<file path="src/rtl/rtdal_pkg.sv">
`timescale 1ns / 1ps
// ---------------------------------------------------------------------------
// rtdal_pkg
// Shared constants, command codes and controller/datapath handshake types
// for the RTD average-and-linearize block.
// ---------------------------------------------------------------------------
package rtdal_pkg;

  localparam int AVG_DEPTH = 16;
  localparam int RING_IDX_W = $clog2(AVG_DEPTH);
  localparam int AVG_CNT_W = 5;
  localparam logic [AVG_CNT_W-1:0] AVG_DEPTH_C = AVG_CNT_W'(AVG_DEPTH);

  localparam int CFG_IDX_W = 3;
  localparam int CFG_DATA_W = 41;

  localparam logic [CFG_IDX_W-1:0] REG_AVG_COUNT = 3'd0;
  localparam logic [CFG_IDX_W-1:0] REG_REF_OHMS = 3'd1;
  localparam logic [CFG_IDX_W-1:0] REG_NOM_OHMS = 3'd2;
  localparam logic [CFG_IDX_W-1:0] REG_COEF_A = 3'd3;
  localparam logic [CFG_IDX_W-1:0] REG_COEF_B = 3'd4;

  localparam logic [1:0] ST_VALID = 2'd0;
  localparam logic [1:0] ST_FAULT = 2'd1;
  localparam logic [1:0] ST_STUCK = 2'd2;

  localparam logic signed [18:0] T_MAX = 19'sd262143;

  // datapath operations
  localparam logic [3:0] OP_NONE = 4'd0;
  localparam logic [3:0] OP_LOAD = 4'd1;
  localparam logic [3:0] OP_RING_WR = 4'd2;
  localparam logic [3:0] OP_SUM_STEP = 4'd3;
  localparam logic [3:0] OP_MEAN_INIT = 4'd4;
  localparam logic [3:0] OP_MEAN_DONE = 4'd5;
  localparam logic [3:0] OP_XMUL_INIT = 4'd6;
  localparam logic [3:0] OP_MUL_STEP = 4'd7;
  localparam logic [3:0] OP_XDIV_INIT = 4'd8;
  localparam logic [3:0] OP_DIV_STEP = 4'd9;
  localparam logic [3:0] OP_UMUL_INIT = 4'd10;
  localparam logic [3:0] OP_ASQ_INIT = 4'd11;
  localparam logic [3:0] OP_DISC = 4'd12;
  localparam logic [3:0] OP_SQRT_STEP = 4'd13;
  localparam logic [3:0] OP_QDIV_INIT = 4'd14;
  localparam logic [3:0] OP_FINISH = 4'd15;

  typedef struct packed {
    logic [3:0] op;
  } dp_cmd_t;

  typedef struct packed {
    logic fault;
    logic zero;
    logic avg_on;
    logic step_last;
    logic sum_last;
    logic disc_neg;
  } dp_stat_t;

endpackage

</file>
<file path="src/rtl/rtdal_channels.sv">
`timescale 1ns / 1ps
// ---------------------------------------------------------------------------
// rtdal channels
// Valid/ready channels for raw readings and for results.
// ---------------------------------------------------------------------------
interface rtdal_in_if;
  logic valid;
  logic ready;
  logic [7:0] code_high_byte;
  logic [7:0] code_low_byte;

  modport source (output valid, output code_high_byte, output code_low_byte, input ready);
  modport sink (input valid, input code_high_byte, input code_low_byte, output ready);
endinterface

interface rtdal_out_if;
  logic valid;
  logic ready;
  logic [1:0] status;
  logic [14:0] code_out;
  logic signed [18:0] temperature_q8;

  modport source (output valid, output status, output code_out, output temperature_q8,
                  input ready);
  modport sink (input valid, input status, input code_out, input temperature_q8,
                output ready);
endinterface

</file>
<file path="src/rtl/rtdal_ctrl.sv">
`timescale 1ns / 1ps
// ---------------------------------------------------------------------------
// rtdal_ctrl
// Sequencer: steps the datapath through averaging, ratio divide,
// discriminant, square root and final divide; owns the handshakes.
// ---------------------------------------------------------------------------
module rtdal_ctrl
  import rtdal_pkg::*;
(
  input  logic     clk,
  input  logic     rst,
  input  logic     in_valid,
  output logic     in_ready,
  output logic     out_valid,
  input  logic     out_ready,
  input  dp_stat_t stat,
  output dp_cmd_t  cmd
);

  localparam logic [4:0] S_IDLE = 5'd0;
  localparam logic [4:0] S_CHECK = 5'd1;
  localparam logic [4:0] S_SUM = 5'd2;
  localparam logic [4:0] S_MINIT = 5'd3;
  localparam logic [4:0] S_MDIV = 5'd4;
  localparam logic [4:0] S_MDONE = 5'd5;
  localparam logic [4:0] S_XMINIT = 5'd6;
  localparam logic [4:0] S_XMUL = 5'd7;
  localparam logic [4:0] S_XDINIT = 5'd8;
  localparam logic [4:0] S_XDIV = 5'd9;
  localparam logic [4:0] S_UINIT = 5'd10;
  localparam logic [4:0] S_UMUL = 5'd11;
  localparam logic [4:0] S_AINIT = 5'd12;
  localparam logic [4:0] S_AMUL = 5'd13;
  localparam logic [4:0] S_DISC = 5'd14;
  localparam logic [4:0] S_SQRT = 5'd15;
  localparam logic [4:0] S_QINIT = 5'd16;
  localparam logic [4:0] S_QDIV = 5'd17;
  localparam logic [4:0] S_FINISH = 5'd18;

  logic [4:0] state;
  logic [4:0] state_next;
  logic       out_valid_next;
  logic       out_free;

  assign in_ready = (state == S_IDLE);
  assign out_free = !out_valid || out_ready;

  always_comb begin
    state_next = state;
    cmd.op = OP_NONE;
    out_valid_next = out_valid && !out_ready;
    case (state)
      S_IDLE: begin
        if (in_valid) begin
          cmd.op = OP_LOAD;
          state_next = S_CHECK;
        end
      end
      S_CHECK: begin
        if (stat.fault || stat.zero) begin
          state_next = S_FINISH;
        end else if (stat.avg_on) begin
          cmd.op = OP_RING_WR;
          state_next = S_SUM;
        end else begin
          cmd.op = OP_XMUL_INIT;
          state_next = S_XMUL;
        end
      end
      S_SUM: begin
        cmd.op = OP_SUM_STEP;
        if (stat.sum_last) state_next = S_MINIT;
      end
      S_MINIT: begin
        cmd.op = OP_MEAN_INIT;
        state_next = S_MDIV;
      end
      S_MDIV: begin
        cmd.op = OP_DIV_STEP;
        if (stat.step_last) state_next = S_MDONE;
      end
      S_MDONE: begin
        cmd.op = OP_MEAN_DONE;
        state_next = S_XMINIT;
      end
      S_XMINIT: begin
        cmd.op = OP_XMUL_INIT;
        state_next = S_XMUL;
      end
      S_XMUL: begin
        cmd.op = OP_MUL_STEP;
        if (stat.step_last) state_next = S_XDINIT;
      end
      S_XDINIT: begin
        cmd.op = OP_XDIV_INIT;
        state_next = S_XDIV;
      end
      S_XDIV: begin
        cmd.op = OP_DIV_STEP;
        if (stat.step_last) state_next = S_UINIT;
      end
      S_UINIT: begin
        cmd.op = OP_UMUL_INIT;
        state_next = S_UMUL;
      end
      S_UMUL: begin
        cmd.op = OP_MUL_STEP;
        if (stat.step_last) state_next = S_AINIT;
      end
      S_AINIT: begin
        cmd.op = OP_ASQ_INIT;
        state_next = S_AMUL;
      end
      S_AMUL: begin
        cmd.op = OP_MUL_STEP;
        if (stat.step_last) state_next = S_DISC;
      end
      S_DISC: begin
        cmd.op = OP_DISC;
        state_next = stat.disc_neg ? S_FINISH : S_SQRT;
      end
      S_SQRT: begin
        cmd.op = OP_SQRT_STEP;
        if (stat.step_last) state_next = S_QINIT;
      end
      S_QINIT: begin
        cmd.op = OP_QDIV_INIT;
        state_next = S_QDIV;
      end
      S_QDIV: begin
        cmd.op = OP_DIV_STEP;
        if (stat.step_last) state_next = S_FINISH;
      end
      S_FINISH: begin
        // wait until the result register is free
        if (out_free) begin
          cmd.op = OP_FINISH;
          out_valid_next = 1'b1;
          state_next = S_IDLE;
        end
      end
      default: begin
        state_next = S_IDLE;
      end
    endcase
  end

  always_ff @(posedge clk) begin
    if (rst) begin
      state <= S_IDLE;
      out_valid <= 1'b0;
    end else begin
      state <= state_next;
      out_valid <= out_valid_next;
    end
  end

endmodule

</file>
<file path="src/rtl/rtdal_datapath.sv">
`timescale 1ns / 1ps
// ---------------------------------------------------------------------------
// rtdal_datapath
// Config registers, sample ring, serial multiplier, restoring divider,
// bit-pair square root and the result register.
// ---------------------------------------------------------------------------
module rtdal_datapath
  import rtdal_pkg::*;
(
  input  logic                  clk,
  input  logic                  rst,
  input  logic                  wr_en,
  input  logic [CFG_IDX_W-1:0]  wr_index,
  input  logic [CFG_DATA_W-1:0] wr_data,
  input  logic [7:0]            code_high_byte,
  input  logic [7:0]            code_low_byte,
  input  dp_cmd_t               cmd,
  output dp_stat_t              stat,
  output logic [1:0]            status,
  output logic [14:0]           code_out,
  output logic signed [18:0]    temperature_q8
);

  // configuration
  logic [AVG_CNT_W-1:0] avg_count;
  logic [23:0]          ref_ohms;
  logic [23:0]          nom_ohms;
  logic [30:0]          coef_a;
  logic [40:0]          coef_b;

  // ring
  logic [14:0]          ring [AVG_DEPTH];
  logic [AVG_CNT_W-1:0] ring_pos;
  logic [RING_IDX_W-1:0] sum_idx;
  logic [18:0]          sum;

  // item
  logic [14:0] code_cur;
  logic        fault_r;
  logic        zero_r;
  logic        ovf_r;
  logic        u_neg;
  logic        t_neg;
  logic [61:0] t_reg;

  // shared iterative units
  logic [6:0]  step_cnt;
  logic [63:0] m_acc;
  logic [63:0] m_cand;
  logic [30:0] m_plier;
  logic [63:0] d_num;
  logic [40:0] d_rem;
  logic [40:0] d_den;
  logic [63:0] s_rem;
  logic [63:0] s_res;
  logic [63:0] s_bit;

  logic [AVG_CNT_W-1:0] cnt_eff;
  logic [AVG_CNT_W-1:0] pos_eff;
  logic [23:0]          r0_eff;
  logic [41:0]          b_diff;
  logic [40:0]          bmag;
  logic [24:0]          x_sat;
  logic [23:0]          u_mag;
  logic [41:0]          rem_sh;
  logic                 q_bit;
  logic [63:0]          s_trial;
  logic [63:0]          disc;
  logic [31:0]          s_val;
  logic                 s_gt_a;
  logic [31:0]          mag;
  logic [55:0]          qdvd;
  logic [16:0]          qn;
  logic [17:0]          qp;
  logic [14:0]          code_in;

  assign code_in = {code_high_byte, code_low_byte[7:1]};

  always_comb begin
    if (avg_count == '0) cnt_eff = AVG_CNT_W'(1);
    else if (avg_count > AVG_DEPTH_C) cnt_eff = AVG_DEPTH_C;
    else cnt_eff = avg_count;
  end

  assign pos_eff = (ring_pos >= cnt_eff) ? '0 : ring_pos;
  assign r0_eff = (nom_ohms == '0) ? 24'd1 : nom_ohms;
  assign b_diff = {1'b1, 41'd0} - {1'b0, coef_b};
  assign bmag = coef_b[40] ? b_diff[40:0] : 41'd1;

  // ratio saturates at 16.0 in q20
  assign x_sat = (d_num > 64'd16777216) ? 25'd16777216 : d_num[24:0];
  assign u_mag = (x_sat <= 25'd1048576) ? 24'(25'd1048576 - x_sat)
                                        : 24'(x_sat - 25'd1048576);

  assign rem_sh = {d_rem, d_num[63]};
  assign q_bit = (rem_sh >= {1'b0, d_den});
  assign s_trial = s_res + s_bit;

  assign disc = u_neg ? ({2'b0, m_acc[61:0]} - {2'b0, t_reg})
                      : ({2'b0, m_acc[61:0]} + {2'b0, t_reg});

  assign s_val = s_res[31:0];
  assign s_gt_a = (s_val > {1'b0, coef_a});
  assign mag = s_gt_a ? (s_val - {1'b0, coef_a}) : ({1'b0, coef_a} - s_val);
  assign qdvd = {1'b0, mag, 23'd0} + {16'd0, bmag[40:1]};

  assign qn = (d_num > 64'd65536) ? 17'd65536 : d_num[16:0];
  assign qp = (d_num > 64'd262143) ? 18'd262143 : d_num[17:0];

  assign stat.fault = fault_r;
  assign stat.zero = zero_r;
  assign stat.avg_on = (cnt_eff > AVG_CNT_W'(1));
  assign stat.step_last = (step_cnt == 7'd1);
  assign stat.sum_last = ({1'b0, sum_idx} == (cnt_eff - AVG_CNT_W'(1)));
  assign stat.disc_neg = u_neg && (t_reg > m_acc[61:0]);

  // configuration and ring state
  always_ff @(posedge clk) begin
    if (rst) begin
      avg_count <= AVG_CNT_W'(1);
      ref_ohms <= 24'd110080;
      nom_ohms <= 24'd25600;
      coef_a <= 31'd16786021;
      coef_b <= 41'h1FFF64FA809;
      ring_pos <= '0;
      for (int i = 0; i < AVG_DEPTH; i++) ring[i] <= '0;
    end else begin
      if (wr_en) begin
        case (wr_index)
          REG_AVG_COUNT: avg_count <= wr_data[AVG_CNT_W-1:0];
          REG_REF_OHMS:  ref_ohms <= wr_data[23:0];
          REG_NOM_OHMS:  nom_ohms <= wr_data[23:0];
          REG_COEF_A:    coef_a <= wr_data[30:0];
          REG_COEF_B:    coef_b <= wr_data;
          default: ;
        endcase
      end
      if (cmd.op == OP_RING_WR) begin
        ring[pos_eff[RING_IDX_W-1:0]] <= code_cur;
        ring_pos <= pos_eff + AVG_CNT_W'(1);
      end
    end
  end

  // working registers
  always_ff @(posedge clk) begin
    case (cmd.op)
      OP_LOAD: begin
        code_cur <= code_in;
        fault_r <= code_low_byte[0];
        zero_r <= (code_in == '0);
        ovf_r <= 1'b0;
      end
      OP_RING_WR: begin
        sum <= '0;
        sum_idx <= '0;
      end
      OP_SUM_STEP: begin
        sum <= sum + {4'd0, ring[sum_idx]};
        sum_idx <= sum_idx + RING_IDX_W'(1);
      end
      OP_MEAN_INIT: begin
        d_num <= {sum, 45'd0};
        d_rem <= '0;
        d_den <= {36'd0, cnt_eff};
        step_cnt <= 7'd19;
      end
      OP_MEAN_DONE: begin
        code_cur <= d_num[14:0];
      end
      OP_XMUL_INIT: begin
        m_acc <= '0;
        m_cand <= {49'd0, code_cur};
        m_plier <= {7'd0, ref_ohms};
        step_cnt <= 7'd24;
      end
      OP_MUL_STEP: begin
        if (m_plier[0]) m_acc <= m_acc + m_cand;
        m_cand <= {m_cand[62:0], 1'b0};
        m_plier <= {1'b0, m_plier[30:1]};
        step_cnt <= step_cnt - 7'd1;
      end
      OP_XDIV_INIT: begin
        // code * rref * 32, left aligned for 44 quotient bits
        d_num <= {m_acc[38:0], 5'd0, 20'd0};
        d_rem <= '0;
        d_den <= {17'd0, r0_eff};
        step_cnt <= 7'd44;
      end
      OP_DIV_STEP: begin
        d_rem <= q_bit ? 41'(rem_sh - {1'b0, d_den}) : rem_sh[40:0];
        d_num <= {d_num[62:0], q_bit};
        step_cnt <= step_cnt - 7'd1;
      end
      OP_UMUL_INIT: begin
        u_neg <= (x_sat > 25'd1048576);
        m_acc <= '0;
        m_cand <= {23'd0, bmag};
        m_plier <= {7'd0, u_mag};
        step_cnt <= 7'd24;
      end
      OP_ASQ_INIT: begin
        t_reg <= m_acc[63:2];
        m_acc <= '0;
        m_cand <= {33'd0, coef_a};
        m_plier <= coef_a;
        step_cnt <= 7'd31;
      end
      OP_DISC: begin
        ovf_r <= stat.disc_neg;
        s_rem <= disc;
        s_res <= '0;
        s_bit <= 64'h4000_0000_0000_0000;
        step_cnt <= 7'd32;
      end
      OP_SQRT_STEP: begin
        if (s_rem >= s_trial) begin
          s_rem <= s_rem - s_trial;
          s_res <= {1'b0, s_res[63:1]} + s_bit;
        end else begin
          s_res <= {1'b0, s_res[63:1]};
        end
        s_bit <= {2'b0, s_bit[63:2]};
        step_cnt <= step_cnt - 7'd1;
      end
      OP_QDIV_INIT: begin
        t_neg <= s_gt_a;
        d_num <= {qdvd, 8'd0};
        d_rem <= '0;
        d_den <= bmag;
        step_cnt <= 7'd56;
      end
      OP_FINISH: begin
        if (fault_r) begin
          status <= ST_FAULT;
          code_out <= code_cur;
          temperature_q8 <= '0;
        end else if (zero_r) begin
          status <= ST_STUCK;
          code_out <= '0;
          temperature_q8 <= '0;
        end else begin
          status <= ST_VALID;
          code_out <= code_cur;
          if (ovf_r) temperature_q8 <= T_MAX;
          else if (t_neg) temperature_q8 <= 19'(20'd0 - {3'd0, qn});
          else temperature_q8 <= {1'b0, qp};
        end
      end
      default: ;
    endcase
  end

endmodule

</file>
<file path="src/rtl/rtd_average_and_linearize.sv">
`timescale 1ns / 1ps
// ---------------------------------------------------------------------------
// rtd_average_and_linearize
// RTD reading to averaged code and temperature in 1/256 degC.
// flow: fault and stuck readings skip the arithmetic; others go through
//   averaging when enabled, the shared serial multiplier, the one-bit-per-cycle
//   divider (up to three divides) and the 32-step square root; a negative
//   discriminant skips the square root and the final divide
// throughput: a new reading is taken only after the last one has reached
//   the output register, where a finished beat waits while the next is taken
// reset: synchronous; config registers to defaults, sample ring cleared at once
// ---------------------------------------------------------------------------
module rtd_average_and_linearize
  import rtdal_pkg::*;
(
  input  logic                  clk,
  input  logic                  rst,
  input  logic                  wr_en,
  input  logic [CFG_IDX_W-1:0]  wr_index,
  input  logic [CFG_DATA_W-1:0] wr_data,
  rtdal_in_if.sink              sample_in,
  rtdal_out_if.source           result_out
);

  dp_cmd_t  cmd;
  dp_stat_t stat;

  rtdal_ctrl u_ctrl (
    .clk       (clk),
    .rst       (rst),
    .in_valid  (sample_in.valid),
    .in_ready  (sample_in.ready),
    .out_valid (result_out.valid),
    .out_ready (result_out.ready),
    .stat      (stat),
    .cmd       (cmd)
  );

  rtdal_datapath u_dp (
    .clk            (clk),
    .rst            (rst),
    .wr_en          (wr_en),
    .wr_index       (wr_index),
    .wr_data        (wr_data),
    .code_high_byte (sample_in.code_high_byte),
    .code_low_byte  (sample_in.code_low_byte),
    .cmd            (cmd),
    .stat           (stat),
    .status         (result_out.status),
    .code_out       (result_out.code_out),
    .temperature_q8 (result_out.temperature_q8)
  );

  a_accept_loads: assert property (@(posedge clk) disable iff (rst)
    (sample_in.valid && sample_in.ready) |-> cmd.op == OP_LOAD)
    else $error("accepted beat not loaded");

  a_finish_valid: assert property (@(posedge clk) disable iff (rst)
    cmd.op == OP_FINISH |=> result_out.valid)
    else $error("finished result not presented");

  a_temp_zero: assert property (@(posedge clk) disable iff (rst)
    (result_out.valid && result_out.status != ST_VALID) |-> result_out.temperature_q8 == '0)
    else $error("temperature nonzero on fault or stuck");

  a_status_code: assert property (@(posedge clk) disable iff (rst)
    result_out.valid |-> (result_out.status == ST_VALID || result_out.status == ST_FAULT ||
                          result_out.status == ST_STUCK))
    else $error("bad status code");

endmodule

</file>
<file path="src/flat_wrapper.sv">
// flat-port wrapper written by rule: the top's interface ports become plain ports
module rtd_average_and_linearize_flat import rtdal_pkg::*;
  (clk, rst, wr_en, wr_index, wr_data, sample_in_valid, sample_in_code_high_byte, sample_in_code_low_byte, sample_in_ready, result_out_valid, result_out_status, result_out_code_out, result_out_temperature_q8, result_out_ready);
  rtdal_in_if sample_in_i ();
  rtdal_out_if result_out_i ();
  input  logic clk;
  input  logic rst;
  input  logic wr_en;
  input  logic [CFG_IDX_W-1:0] wr_index;
  input  logic [CFG_DATA_W-1:0] wr_data;
  input wire logic [$bits(sample_in_i.valid)-1:0] sample_in_valid;
  input wire logic [$bits(sample_in_i.code_high_byte)-1:0] sample_in_code_high_byte;
  input wire logic [$bits(sample_in_i.code_low_byte)-1:0] sample_in_code_low_byte;
  output wire logic [$bits(sample_in_i.ready)-1:0] sample_in_ready;
  output wire logic [$bits(result_out_i.valid)-1:0] result_out_valid;
  output wire logic [$bits(result_out_i.status)-1:0] result_out_status;
  output wire logic [$bits(result_out_i.code_out)-1:0] result_out_code_out;
  output wire logic [$bits(result_out_i.temperature_q8)-1:0] result_out_temperature_q8;
  input wire logic [$bits(result_out_i.ready)-1:0] result_out_ready;
  assign sample_in_i.valid = sample_in_valid;
  assign sample_in_i.code_high_byte = sample_in_code_high_byte;
  assign sample_in_i.code_low_byte = sample_in_code_low_byte;
  assign sample_in_ready = sample_in_i.ready;
  assign result_out_valid = result_out_i.valid;
  assign result_out_status = result_out_i.status;
  assign result_out_code_out = result_out_i.code_out;
  assign result_out_temperature_q8 = result_out_i.temperature_q8;
  assign result_out_i.ready = result_out_ready;
  rtd_average_and_linearize u_core (.clk(clk), .rst(rst), .wr_en(wr_en), .wr_index(wr_index), .wr_data(wr_data), .sample_in(sample_in_i), .result_out(result_out_i));
endmodule
</file>
<file path="config.mk">
export PLATFORM = sky130hd
export DESIGN_NAME = rtd_average_and_linearize_flat
export DESIGN_NICKNAME = d
export VERILOG_FILES = /design/src/rtl/rtdal_pkg.sv /design/src/rtl/rtdal_channels.sv /design/src/rtl/rtdal_ctrl.sv /design/src/rtl/rtdal_datapath.sv /design/src/rtl/rtd_average_and_linearize.sv /design/src/flat_wrapper.sv
export SDC_FILE = /design/constraint.sdc
export NUM_CORES = 2
export LEC_CHECK = 0
export BUFFER_PORTS_ARGS = -buffer_cell sky130_fd_sc_hd__buf_2
export CAP_MARGIN = 20
export CORE_MARGIN = 2
export CORE_UTILIZATION = 25
export DETAILED_ROUTE_END_ITERATION = 10
export PLACE_DENSITY = 0.49
export SLEW_MARGIN = 20
export SYNTH_ARGS = -nofsm -noshare
export SYNTH_HDL_FRONTEND = slang
export SYNTH_SLANG_ARGS = --single-unit
export TNS_END_PERCENT = 10
</file>
<file path="constraint.sdc">
create_clock -name clk -period 23.4 [get_ports clk]
set_clock_uncertainty 0.05 [all_clocks]
set_input_delay 4.68 -clock clk [delete_from_list [all_inputs] [get_ports clk]]
set_output_delay 4.68 -clock clk [all_outputs]
set_load 0.02 [all_outputs]
</file>
==> run summary <==
Synth Flop Type -> edfxtp_1
hold endpoint -> u_core.u_dp.ref_ohms[1]
number of flops mapped to enable cells by yosys -> 853
number of fill cells in the layout -> 29.30k
CTS Sinks -> 993
highest routed layer -> met5
first-pass GRT wire length -> 371.8 mm
max reg flops -> 240
outcome -> complete, no violations
RSZ-0062 raised after global routing -> no
flop-to-flop setup slack -> 15.09 ns
post-DR wirelength/cell -> 22.44 microns
Synth top area share -> 0.3688
Syn. warnings -> 0
post-synthesis sequential area ratio -> 0.4091
R2R cell count -> 25
metal2 WL -> 112.8 mm
cts hold-fix bufs -> 0
layout cells sized above 1 -> 0.07838
async set-reset flop share out of synthesis -> 0
fin crit period -> 8.308 ns
Worst Tran Pin Value -> 1.126 ns
Placed Cells incl. Taps -> 11.02k
initial core utilization -> 0.2512
Storage cell area -> 28420 sq um
Die Ht -> 531.1 microns
Hold Fails Final Rpt -> 0
CP Capture Type -> flop
worst flop-to-flop path endpoint -> u_core.u_dp.s_rem[16]
Detail Route Antenna Nets -> 0
Root Buffer Master -> clkbuf_16
M1 wire length -> 116.7 mm
CTS buffer count -> 110
Synth-to-Final Area Change -> 11.83%
final std cells w/o fill -> 11.24k
area of the multi-input gates -> 38240 sq um
pre-CTS setup slack -> 14.75 ns
Via density -> 5.223
largest area contributor in the netlist -> edfxtp_1
detailed-route DRC error count -> 0
antenna violations before repair -> 12
gr usage total -> 0.1730
setup-violating endpoint count in the final report -> 0
Clock Latency Late Sink -> 0.78 ns
Lkg Pwr -> 29.05 nW
Worst Hold Class -> flop to flop
final estimated routing congestion in global placement -> 0.9294
drt pass-1 iters -> 9
Setup Buffers After CTS -> 0
cells after synthesis -> 7504
I/O Pins -> 103
fin crit share -> 0.3551
total core area -> 276500 sq um
Die Footprint -> 282100 sq um
max_cap viols -> 0
largest net degree at the start of global routing -> 88
Slew Limit Fails -> 0
dpl hpwl -> 191.1 mm
Vias -> 58.68k
synthesis-stage register bit count -> 993
distinct cell type count after synthesis -> 99
HP Start -> u_core.u_dp.ref_ohms[1]
WHS -> 0.4092 ns
Mean Syn Cell Area -> 9.257 sq um
Max Freq -> 120.4 MHz
vias in the first global route -> 55.59k
CTS resizes -> 0
CP max FO -> 71
worst path required time -> 23.70 ns
top cells by area, synth -> edfxtp_1 37%, ha_1 8.5%, a21oi_1 5.0%
worst setup margin -> 15.09 ns
Initial DRC Count -> 6181
aggregate global routing overflow -> 0
CP Class -> flop to flop
Met3 Wirelength -> 13.87 mm
count leader, synth -> edfxtp_1
clk slew on worst S/H paths -> 0.06 ns
Post-Syn Nets -> 8050
Mapped Area -> 69460 sq um
final wirelength -> 252.1 mm
setup tns final -> 0 ns
port bufs -> 102
die width -> 531.1 microns
Top reg by flops -> u_core.u_dp.ring
Max clock buf depth -> 3
total power -> 0.006737 W
layout net count -> 7977
Arr. time, crit path -> 8.60 ns
Worst slew margin -> 0.2494
Cell Rows -> 193
Commonest cells post-synth -> 853 x edfxtp_1, 745 x nand2_1, 690 x a21oi_1, 683 x nor2_1, 472 x ha_1
worst hold stages -> 2
CP Launch Type -> flop
FF-to-FF Start -> u_core.u_dp.s_res[0]
TritonCTS clock tree -> yes
PwrDens -> 86.73 nW/um^2
CTS H-tree lvls -> 3
worst vdd ir -> 68.77 uV
how the worst max path moves through the flow:
| stage | slack, ns | to | start | depth (start not counted) |
|---|---|---|---|---|
| global route | 14.49 | u_core.u_dp.s_rem[16] | u_core.u_dp.s_res[0] | 25 |
| floorplan | 11.00 | u_core.u_dp.m_acc[0] | result_out_ready | 10 |
| CTS | 15.06 | u_core.u_dp.s_rem[16] | u_core.u_dp.s_res[0] | 25 |
| finish | 15.09 | u_core.u_dp.s_rem[16] | u_core.u_dp.s_res[0] | 25 |
| global placement | 14.70 | u_core.u_dp.m_plier[25] | sample_in_valid | 12 |
| detailed placement | 14.75 | u_core.u_dp.m_plier[28] | sample_in_valid | 12 |
cells in the final DEF, fill, tap and decap left out, types with 36 or more instances in the layout:
cell type / n
o21bai_1: 94
nand4_1: 91
o21ai_0: 448
and2_1: 353
mux4_2: 75
nand2_1: 743
a21o_1: 200
o211ai_1: 36
o21a_1: 60
buf_2: 101
ha_1: 472
a21oi_1: 690
nor2_1: 678
xnor2_1: 258
and3_1: 48
edfxtp_1: 853
nor4_1: 59
a31oi_1: 92
nor2b_1: 63
nand3b_1: 55
clkbuf_16: 114
a211oi_1: 76
buf_4: 91
xor2_1: 163
or3_1: 62
o31ai_1: 48
nand2b_1: 57
or2_2: 40
dfxtp_1: 138
inv_1: 372
nor3_1: 143
nand3_1: 110
power breakdown:
part / internal, W / total, W / switching (W)
sequential: 0.00231 / 0.00255 / 0.000241
combinational: 0.000881 / 0.00238 / 0.00150
clock: 0.00101 / 0.00181 / 0.000793
total: 0.00420 / 0.00674 / 0.00253
routing by layer:
layer  vias up  GRT usage
li1      27291          -
met1     29055     0.2465
met2      1982     0.2748
met3       347    0.01644
met4         4    0.05352
met5         -          0
per-stage QoR:
| step | cell area (sq um) | utilization |
|---|---|---|
| final | 77680 | 0.2809 |
| after global routing | 77670 | 0.2809 |
| after CTS | 77640 | 0.2808 |
| after detailed placement | 73930 | 0.2674 |
| after global placement | 73920 | 0.2673 |
| after floorplan | 69460 | - |
worst max-delay path, stage by stage (launching register included):
cell       delay [ns]
edfxtp_1         0.51
ha_1             0.27
ha_1             0.21
a21o_1           0.20
a31oi_1          0.29
o21ai_0          0.22
a2111oi_0        0.80
nor3_1           0.19
nor2_1           0.45
nor2b_1          0.14
nor2b_1          0.15
o21ai_0          0.34
o21ai_0          0.13
nand2_1          0.10
xor2_1           0.08
ha_1             0.49
nand4_1          0.21
nor2_1           0.21
nand2_1          0.12
nor4_1           0.45
or4_1            0.27
a31o_2           0.17
buf_4            0.56
nand2_1          0.20
nand2_2          0.31
buf_4            0.68
layout make-up:
| class | count | area share |
|---|---|---|
| clock inverter | 61 | 0.007909 |
| tap | 3705 | 0.05968 |
| clock buffer | 147 | 0.03986 |
| multi-input combinational | 5752 | 0.4923 |
| inverter | 379 | 0.01841 |
| antenna | 3 | 0.00009664 |
| timing repair buffer | 195 | 0.01587 |
| sequential | 993 | 0.3659 |
kinds of logic after synthesis:
group,share of synthesized area
adders and majority gates,0.08761
muxes,0.03296
buffers and inverters,0.04228
and+or+nand+nor,0.1803
DFF,0.4091
xor gates and xnor gates,0.05308
AOI/OAI and AO/OA,0.1947
(Power assumes the default switching activity.)
